**src/rtl/detector_pulse_shaper_chain_unit_assert.svh**
```systemverilog
// Assertion macros shared by the pulse shaper chain RTL.
`ifndef DETECTOR_PULSE_SHAPER_CHAIN_UNIT_ASSERT_SVH
`define DETECTOR_PULSE_SHAPER_CHAIN_UNIT_ASSERT_SVH

// Same-cycle implication, sampled on clk and masked while arst_n is low.
`define DPSC_ASSERT_IMP(name, ante, cons, msg) \
	name: assert property (@(posedge clk) disable iff (!arst_n) (ante) |-> (cons)) \
		else $error(msg);

// Next-cycle implication.
`define DPSC_ASSERT_NEXT(name, ante, cons, msg) \
	name: assert property (@(posedge clk) disable iff (!arst_n) (ante) |=> (cons)) \
		else $error(msg);

// Invariant that must hold at every edge outside reset.
`define DPSC_ASSERT_ALWAYS(name, expr, msg) \
	name: assert property (@(posedge clk) disable iff (!arst_n) (expr)) \
		else $error(msg);

`endif

```
**src/rtl/dpsc_pkg.sv**
```systemverilog
// Package with widths, constants, types and helpers of the pulse shaper chain.
`timescale 1ns / 1ps
package dpsc_pkg;

	localparam int COUNT_WIDTH = 16;
	localparam int FRAC_BITS   = 16;

	localparam int STATE_W  = 48;
	localparam int DATA_W   = STATE_W + 1;
	localparam int SUM_W    = STATE_W + 2;
	localparam int HALF_W   = STATE_W / 2;
	localparam int COEF_W   = 32;
	localparam int PROD_W   = HALF_W + COEF_W;
	localparam int SAMPLE_W = 16;
	localparam int START_W  = 16;
	localparam int SLOW_W   = 16;
	localparam int CMP_W    = (COUNT_WIDTH > START_W) ? COUNT_WIDTH : START_W;
	localparam int PULSE_W  = STATE_W - FRAC_BITS;
	localparam int OSUM_W   = PULSE_W + 1;
	localparam int CFG_IDX_W = 2;
	localparam int NUM_CELLS = 6;
	localparam int CFG_SHIFT = 16;

	localparam logic signed [STATE_W-1:0] STATE_MAX = {1'b0, {(STATE_W-1){1'b1}}};
	localparam logic signed [STATE_W-1:0] STATE_MIN = {1'b1, {(STATE_W-1){1'b0}}};

	// Filter constants at FRAC_BITS, rounded to nearest.
	localparam logic [COEF_W-1:0] K_FAST =
		COEF_W'(((64'd4 << FRAC_BITS) + 64'd5) / 64'd10);
	localparam logic [COEF_W-1:0] K_CR =
		COEF_W'(((64'd1250 << FRAC_BITS) + 64'd625) / 64'd1251);
	localparam logic [COEF_W-1:0] K_RC =
		COEF_W'(((64'd8 << FRAC_BITS) + 64'd11) / 64'd22);

	localparam logic [SLOW_W-1:0]  SLOW_COEFF_RST  = 16'd46811;
	localparam logic [COEF_W-1:0]  CHARGE_GAIN_RST = 32'd26214400;
	localparam logic [START_W-1:0] START_TICK_RST  = 16'd1000;

	typedef enum logic [CFG_IDX_W-1:0] {
		REG_SLOW_COEFF  = CFG_IDX_W'(0),
		REG_CHARGE_GAIN = CFG_IDX_W'(1),
		REG_START_TICK  = CFG_IDX_W'(2)
	} reg_index_t;

	// High-pass keeps the product, low-pass adds it to its state,
	// integrator accumulates it and hands on the increment.
	typedef enum logic [1:0] {
		MODE_HP  = 2'd0,
		MODE_LP  = 2'd1,
		MODE_INT = 2'd2
	} cell_mode_t;

	typedef struct packed {
		cell_mode_t mode;
		logic       use_q16;
	} cell_ctl_t;

	localparam cell_ctl_t CELL_CTL [NUM_CELLS] = '{
		'{mode: MODE_HP,  use_q16: 1'b1},
		'{mode: MODE_LP,  use_q16: 1'b0},
		'{mode: MODE_INT, use_q16: 1'b1},
		'{mode: MODE_HP,  use_q16: 1'b0},
		'{mode: MODE_LP,  use_q16: 1'b0},
		'{mode: MODE_LP,  use_q16: 1'b0}
	};

	function automatic logic signed [STATE_W-1:0] sat_state(
		input logic signed [SUM_W-1:0] v
	);
		logic signed [STATE_W-1:0] r;
		if (v > SUM_W'(STATE_MAX)) begin
			r = STATE_MAX;
		end else if (v < SUM_W'(STATE_MIN)) begin
			r = STATE_MIN;
		end else begin
			r = STATE_W'(v);
		end
		return r;
	endfunction

endpackage

```
**src/rtl/dpsc_mulq.sv**
```systemverilog
// Four-stage signed by unsigned fixed-point multiplier with floor and saturation.
`timescale 1ns / 1ps
module dpsc_mulq
	import dpsc_pkg::*;
(
	input  logic                      clk,
	input  logic                      arst_n,
	input  logic                      in_valid,
	input  logic signed [STATE_W-1:0] in_data,
	input  logic [COEF_W-1:0]         coeff,
	input  logic                      use_q16,
	output logic                      out_valid,
	output logic signed [STATE_W-1:0] out_data
);

	typedef struct packed {
		logic [STATE_W-1:0] q;
		logic               ovf;
		logic               rem;
	} fold_t;

	// Recombines the two partial products for a right shift by s.
	function automatic fold_t fold(
		input logic [PROD_W-1:0] ph,
		input logic [PROD_W-1:0] pl,
		input int                s
	);
		fold_t             r;
		logic [PROD_W-1:0] t;
		t     = ph << (HALF_W - s);
		r.q   = STATE_W'(t) + STATE_W'(pl >> s);
		r.ovf = (ph >> (HALF_W - 1 + s)) != '0;
		r.rem = (pl & ((PROD_W'(1) << s) - PROD_W'(1))) != '0;
		return r;
	endfunction

	localparam logic [STATE_W-1:0] HALF_POINT = {1'b1, {(STATE_W-1){1'b0}}};

	logic               vld_s1, vld_s2, vld_s3, vld_s4;
	logic               neg_s1, neg_s2, neg_s3;
	logic [STATE_W-1:0] mag_s1;
	logic [PROD_W-1:0]  ph_s2, pl_s2;
	fold_t              fold_s3;
	logic signed [STATE_W-1:0] res_s4;
	fold_t              fold_c;
	logic signed [STATE_W-1:0] res_c;

	always_ff @(posedge clk or negedge arst_n) begin
		if (!arst_n) begin
			vld_s1 <= 1'b0;
			vld_s2 <= 1'b0;
			vld_s3 <= 1'b0;
			vld_s4 <= 1'b0;
		end else begin
			vld_s1 <= in_valid;
			vld_s2 <= vld_s1;
			vld_s3 <= vld_s2;
			vld_s4 <= vld_s3;
		end
	end

	always_comb begin
		if (use_q16) begin
			fold_c = fold(ph_s2, pl_s2, CFG_SHIFT);
		end else begin
			fold_c = fold(ph_s2, pl_s2, FRAC_BITS);
		end
	end

	// Negative results round toward minus infinity: -(q + rem) = ~q + !rem.
	always_comb begin
		if (fold_s3.ovf) begin
			res_c = neg_s3 ? STATE_MIN : STATE_MAX;
		end else if (neg_s3) begin
			if (fold_s3.q > HALF_POINT || (fold_s3.q == HALF_POINT && fold_s3.rem)) begin
				res_c = STATE_MIN;
			end else begin
				res_c = ~fold_s3.q + STATE_W'(!fold_s3.rem);
			end
		end else begin
			res_c = fold_s3.q[STATE_W-1] ? STATE_MAX : fold_s3.q;
		end
	end

	always_ff @(posedge clk) begin
		neg_s1  <= in_data[STATE_W-1];
		mag_s1  <= in_data[STATE_W-1] ? STATE_W'(-in_data) : STATE_W'(in_data);
		neg_s2  <= neg_s1;
		ph_s2   <= mag_s1[STATE_W-1:HALF_W] * coeff;
		pl_s2   <= mag_s1[HALF_W-1:0] * coeff;
		neg_s3  <= neg_s2;
		fold_s3 <= fold_c;
		res_s4  <= res_c;
	end

	assign out_valid = vld_s4;
	assign out_data  = res_s4;

endmodule

```
**src/rtl/dpsc_cell.sv**
```systemverilog
// One filter cell of the shaper chain: own state, shared-form update, neighbor output.
`timescale 1ns / 1ps
module dpsc_cell
	import dpsc_pkg::*;
(
	input  logic                     clk,
	input  logic                     arst_n,
	input  cell_ctl_t                ctl,
	input  logic [COEF_W-1:0]        coeff,
	input  logic                     clr,
	input  logic                     in_valid,
	input  logic signed [DATA_W-1:0] in_data,
	output logic                     out_valid,
	output logic signed [DATA_W-1:0] out_data
);

	logic signed [STATE_W-1:0] state_q, old_q;
	logic signed [STATE_W-1:0] pre_s1;
	logic                      vld_s1;
	logic                      prod_valid;
	logic signed [STATE_W-1:0] prod;
	logic                      vld_s6, vld_s7;
	logic signed [DATA_W-1:0]  out_s7;
	logic signed [SUM_W-1:0]   pre_sum, post_sum;
	logic signed [STATE_W-1:0] post_val;

	always_comb begin
		unique case (ctl.mode)
			MODE_HP:  pre_sum = SUM_W'(state_q) + SUM_W'(in_data);
			MODE_LP:  pre_sum = SUM_W'(in_data) - SUM_W'(state_q);
			MODE_INT: pre_sum = SUM_W'(in_data);
			default:  pre_sum = SUM_W'(in_data);
		endcase
	end

	dpsc_mulq u_mulq (
		.clk      (clk),
		.arst_n   (arst_n),
		.in_valid (vld_s1),
		.in_data  (pre_s1),
		.coeff    (coeff),
		.use_q16  (ctl.use_q16),
		.out_valid(prod_valid),
		.out_data (prod)
	);

	assign post_sum = SUM_W'(state_q) + SUM_W'(prod);
	assign post_val = (ctl.mode == MODE_HP) ? prod : sat_state(post_sum);

	always_ff @(posedge clk or negedge arst_n) begin
		if (!arst_n) begin
			vld_s1  <= 1'b0;
			vld_s6  <= 1'b0;
			vld_s7  <= 1'b0;
			state_q <= '0;
			old_q   <= '0;
		end else begin
			vld_s1 <= in_valid;
			vld_s6 <= prod_valid;
			vld_s7 <= vld_s6;
			if (clr) begin
				state_q <= '0;
				old_q   <= '0;
			end else if (prod_valid) begin
				state_q <= post_val;
				old_q   <= state_q;
			end
		end
	end

	always_ff @(posedge clk) begin
		pre_s1 <= sat_state(pre_sum);
		if (ctl.mode == MODE_INT) begin
			out_s7 <= DATA_W'(state_q) - DATA_W'(old_q);
		end else begin
			out_s7 <= DATA_W'(state_q);
		end
	end

	assign out_valid = vld_s7;
	assign out_data  = out_s7;

endmodule

```
**config.mk**
```make
export PLATFORM = sky130hd
export DESIGN_NAME = dpsc_cell
export DESIGN_NICKNAME = d
export VERILOG_FILES = /design/src/rtl/detector_pulse_shaper_chain_unit_assert.svh /design/src/rtl/dpsc_pkg.sv /design/src/rtl/dpsc_mulq.sv /design/src/rtl/dpsc_cell.sv
export SDC_FILE = /design/constraint.sdc
export NUM_CORES = 2
export LEC_CHECK = 0
export ABC_AREA = 1
export BUFFER_PORTS_ARGS = -buffer_cell sky130_fd_sc_hd__buf_2
export CAP_MARGIN = 20
export CORE_MARGIN = 3
export CORE_UTILIZATION = 57
export CTS_CLUSTER_DIAMETER = 150
export DETAILED_ROUTE_END_ITERATION = 16
export PLACE_DENSITY = 0.8
export SLEW_MARGIN = 15
export SYNTH_ARGS = -nofsm -noshare
export SYNTH_HDL_FRONTEND = slang
export SYNTH_SLANG_ARGS = --single-unit
```
**constraint.sdc**
```tcl
create_clock -name clk -period 14.6 [get_ports clk]
set_input_delay 2.92 -clock clk [delete_from_list [all_inputs] [get_ports clk]]
set_output_delay 2.92 -clock clk [all_outputs]
set_load 0.005 [all_outputs]
```
## Word level (Yosys, flattened, before mapping)

Cells that the tools add are included.

- Bits in registers: 461
- Input port bits: 88
- Output and inout bits: 50
- Word-level logic and storage cells: 63

- Add/subtract/negate cells: 7
- Multiply operators: 2
- Order comparisons: 5
- Equality and inequality tests: 3
- Multiplexer cells: 16
- Bitwise gates (word level): 1
- Reduce and logical (&&, ||, !) cells: 7

Operator list:

| cell | number |
|---|---|
| 48-bit two-way mux | 12 |
| 24-bit by 32-bit multiplier with 56-bit output | 2 |
| 56-bit nonzero test | 2 |
| 50-bit one-hot mux with 2 select lines | 1 |
| 47-bit two-way mux | 2 |
| 48-bit by 49-bit adder with 50-bit output | 1 |
| 50-bit by 48-bit greater-than comparator with 1-bit output, second input constant | 1 |
| 50-bit by 48-bit < comparator with 1-bit output, second input constant | 1 |
| 49-bit by 48-bit subtractor with 50-bit output | 1 |
| 48-bit by 48-bit adder with 49-bit output | 1 |
| 49-bit by 48-bit greater-than comparator with 1-bit output, second input constant | 1 |
| 49-bit by 48-bit < comparator with 1-bit output, second input constant | 1 |
| 49-bit two-way mux | 1 |
| 48-bit by 48-bit subtractor with 49-bit output | 1 |
| 48-bit by 1-bit adder with 48-bit output | 1 |
| 48-bit by 40-bit adder with 48-bit output | 1 |
| 48-bit equality test, second input constant | 1 |
| 48-bit greater-than comparator, second input constant | 1 |
| 48-bit negation | 1 |
| 48-bit NOT | 1 |
| 2-bit by 1-bit equality test with 1-bit output, second input constant | 1 |
| 2-bit equality test, second input constant | 1 |
| 2-bit zero test | 1 |
| 2-bit nonzero test | 1 |
| other kinds (3) | 3 |

## Longest topological paths before layout

- Depth after elaboration: 7
- Depth in mapped cells: 37
- Mapped depth without buffers: 35

## Hierarchy

A second synthesis with hierarchy kept.

- Cell total of the unflattened synthesis: 12,541
- Area, all modules: 85,485.7 µm²

Modules (own cells, without submodules):

| module | times used | cells each | area an instance (µm²) | sequential area each (µm²) |
|---|---|---|---|---|
| dpsc_mulq | 1 | 9,069 | 65,183.8 | 5,325.1 |
| dpsc_cell | 1 | 3,472 | 20,302.0 | 4,419.2 |

## Worst setup path before layout

Ideal clock, no wire load.

- Path kind: input to register
- Start point: input coeff[10]
- End point: register u_mulq.pl_s2[32]
- Library setup time: 72 ps
- Arrival time: 8,760 ps
- Data required time: 14,528 ps
- Setup slack: 5,768 ps
- Cell stages on the path: 26
- Buffers on the path: 2
- Cell sequence: clkbuf_1 -> buf_1 -> nand2_1 -> fa_1 -> fa_1 -> inv_1 -> fa_1 -> inv_1 -> fa_1 -> inv_1 -> fa_1 -> fa_1 -> inv_1 -> fa_1 -> inv_1 -> ha_1 -> nand2_1 -> nor2_1 -> inv_1 -> nor3_1 -> and3_1 -> a21oi_1 -> o21ai_0 -> nand2_1 -> nand2_1 -> xor2_1

- Word-level cells in the longest chain between the ends: 1

RTL lines:

| what | line | source |
|---|---|---|
| start, declared | dpsc_cell.sv:9 | `input logic [COEF_W-1:0] coeff,` |
| 24-bit by 32-bit multiplier with 56-bit output | dpsc_mulq.sv:90 | `pl_s2 <= mag_s1[HALF_W-1:0] * coeff;` |
| end signal, assigned | dpsc_mulq.sv:90 |  |
| end, declared | dpsc_mulq.sv:42 | `logic [PROD_W-1:0] ph_s2, pl_s2;` |

Every way passes these cells.
A chain may end at the register's enable or synchronous reset.

## Worst setup path after layout

- Start point: input coeff[28]
- End point: register u_mulq.pl_s2[46]

The elaborated chain is that of the path after synthesis.

==> out/qor.yml <==
post_drt_wl_per_cell_um: 20.3
insertion_delay_ps: 680
drc: 0
critPathMaxStageDelay_ps: 590
min_from: "u_mulq.neg_s2$_DFF_P_"
drive_above_1_share_pct: 4.13
path_buf_inv: 8
synth_fp_nets: 13532
path_cells: "buf_2 -> buf_4 -> nand2_1 -> fa_1 -> inv_1 -> fa_1 -> inv_1 -> fa_1 -> inv_1 -> fa_1 -> fa_1 -> fa_1 -> inv_1 -> fa_1 -> inv_1 -> ha_1 -> a21oi_1 -> inv_1 -> a31oi_1 -> o21ai_0 -> a21oi_1 -> nand3_1 -> a21oi_1 -> xnor2_1"
viasPerCell: 5.53
drv_slew: 0
rsz0062_at_grt: "false"
fill_cells: 13050
clk_pin_slew_ps: 60
synth.area.top_cells: "fa_1 (32%), nand2_1 (14%), inv_1 (14%)"
setup-violations-final: 0
slew_headroom_pct: 19.6
vias: 74329
ys_ff_latch: 461
synth_cells: 11579
fin_crit_sh_pct: 67.5
route.antenna.remaining_nets: 0
yosysTopAreaCellShare_pct: 32.0
boundaryPins: 138
synth.avg_cell_area_um2: 7.12
syn_to_final_growth_pct: 5.14
cp.depth: 24
crit_arrival_ps: 10410
core_area_um2: 143000
outcome: "finished, final reports clean"
grtUsageTotal_pct: 36.7
drt_iter0_markers: 7146
grt_overflow_total: 0
ctsHoldBuffers: 0
rr_startpoint: "u_mulq.mag_s1[3]$_DFF_P_"
ys_types: 56
dieWidth_um: 386
first_global_vias: 77010
ff2ff_path_depth: 24
initial_utilization_pct: 57.8
worstReg2RegEnd: "u_mulq.pl_s2[30]$_DFF_P_"
endpoint_kind: "flip-flop"
cp_top_family: "adder cells"
synthArstFlopShare_pct: 22.3
cp_common_cell: "fa_1"
antenna_found_initial: 5
slowest_stage: "buf_2"
worstPathMaxFanout: 25
r2r_slack_ps: 7050
hold_path.class: "reg -> reg"
cts_sinks: 461
clock.fmax_mhz: 101
nets: 13444
start_kind: "input port"
place_area_um2: 84800
place_congestion: 1.04
design_area_um2: 86700
grt_max_degree: 74
max_cap_violations: 0
die_h_um: 386
drt_pass1_iterations: 8
htree_levels: 2
path_class: "in -> reg"
syn_area_um2: 82500
clockBufferDepth: 3
final_core_util_pct: 60.8
synth_seq_area_share_pct: 11.8
dieArea_um2: 149000
hold_viol_final: 0
clock_skew_ps: 44.7
required_ps: 15140
synth_edf_count: 0
routed_wirelength_um: 273000
whs_path_depth: 0
setup_tns_ps: 0
hpwl_um: 212000
rows: 138
cts_tree: "yes"
yosys.area.top_type: "fa_1"
synth-warning-count: 0
min_to: "u_mulq.neg_s3$_DFF_P_"
cts_setup_buffers: 0
post-route-min-period_ps: 9860
tightest_slew_ps: 1210
cts_root_buf: "clkbuf_16"
synthFlopType: "dfxtp_1"
cts_resized: 0
numCtsBuffers: 54
port_buffers: 136
grt_pass1_wl_um: 428000
## registers in the layout, summed over array words and instances, names as in the netlist, 48 cells and up
| signal | cells |
|---|---|
| u_mulq.mag_s1 | 48 |
| u_mulq.out_data | 48 |
| pre_s1 | 48 |
| u_mulq.pl_s2 | 56 |
| u_mulq.fold_s3 | 50 |
| old_q | 48 |
| u_mulq.ph_s2 | 56 |
| out_data | 49 |
| state_q | 48 |
## synth_stat cells, drive strengths merged (61+ instances only)
| master | count |
|---|---|
| a21oi | 400 |
| a31oi | 61 |
| buf | 85 |
| clkbuf | 311 |
| dfrtp | 103 |
| dfxtp | 358 |
| fa | 1320 |
| ha | 545 |
| inv | 3047 |
| nand2 | 3140 |
| nand3 | 348 |
| nand4 | 86 |
| nor2 | 704 |
| nor3 | 66 |
| o21ai | 376 |
| xnor2 | 84 |
| xor2 | 237 |
## area by class of cell
class	instances	area [µm²]	share of cell area, %
multi-input combinational	7675	59700	68.9
inverter	3047	11400	13.2
sequential	461	9750	11.2
tap	1890	2360	2.73
timing repair buffer	252	1590	1.83
clock buffer	67	1490	1.72
clock inverter	35	353	0.407
antenna	2	5.00	0.00577
## cells in the final DEF (no fill, tap or decap), types with 237 or more instances in the layout
cell and count:
nand2_1 3128, a21oi_1 399, dfxtp_1 352, nand3_1 346, nor2_1 667, inv_1 3024
ha_1 545, xor2_1 237, o21ai_0 367, fa_1 1320
## kinds of logic after synthesis
family / count (synthesis) / synth area share, %
AOI/OAI and AO/OA: 1035 / 6.94
xor gates and xnor gates: 321 / 3.41
and+or+nand+nor: 4450 / 21.7
DFF: 461 / 11.8
buffers and inverters: 3443 / 15.8
muxes: 4 / 0.0485
adders and majority gates: 1865 / 40.3
## worst max path at each step
| stage | end | startpoint | slack (ps) |
|---|---|---|---|
| 3_5_place_dp | u_mulq.pl_s2[46]$_DFF_P_ | coeff[28] | 4360 |
| 4_1_cts | u_mulq.pl_s2[46]$_DFF_P_ | coeff[28] | 5020 |
| 2_1_floorplan | u_mulq.pl_s2[32]$_DFF_P_ | coeff[10] | 5770 |
| 6_report | u_mulq.pl_s2[46]$_DFF_P_ | coeff[28] | 4740 |
| 3_3_place_gp | u_mulq.pl_s2[46]$_DFF_P_ | coeff[28] | 4400 |
| 5_1_grt | u_mulq.pl_s2[46]$_DFF_P_ | coeff[25] | 4620 |
## stage by stage
stage                     std cells  hold WS, ps  setup WS [ps]
final                         13429          326           4740
after global routing          13427          341           4620
after CTS                     13425          328           5020
after detailed placement      13323          314           4360
after global placement        13323          312           4400
after floorplan               11579          310           5770
## routing by layer
| metal | routed length, µm | share of wire (%) | up-vias | global-route usage, % |
|---|---|---|---|---|
| met4 | 18700 | 6.9 | 0 | 20.4 |
| met3 | 26900 | 9.9 | 890 | 6.17 |
| met1 | 105000 | 38 | 35632 | 47.4 |
| met5 | 0 | 0 | - | 0 |
| met2 | 122000 | 45 | 3994 | 58.9 |
| li1 | - | - | 33813 | - |
Power is left out: the tool's default activity adds up to more than one toggle a clock period on the data nets, which glitch-free logic cannot reach.
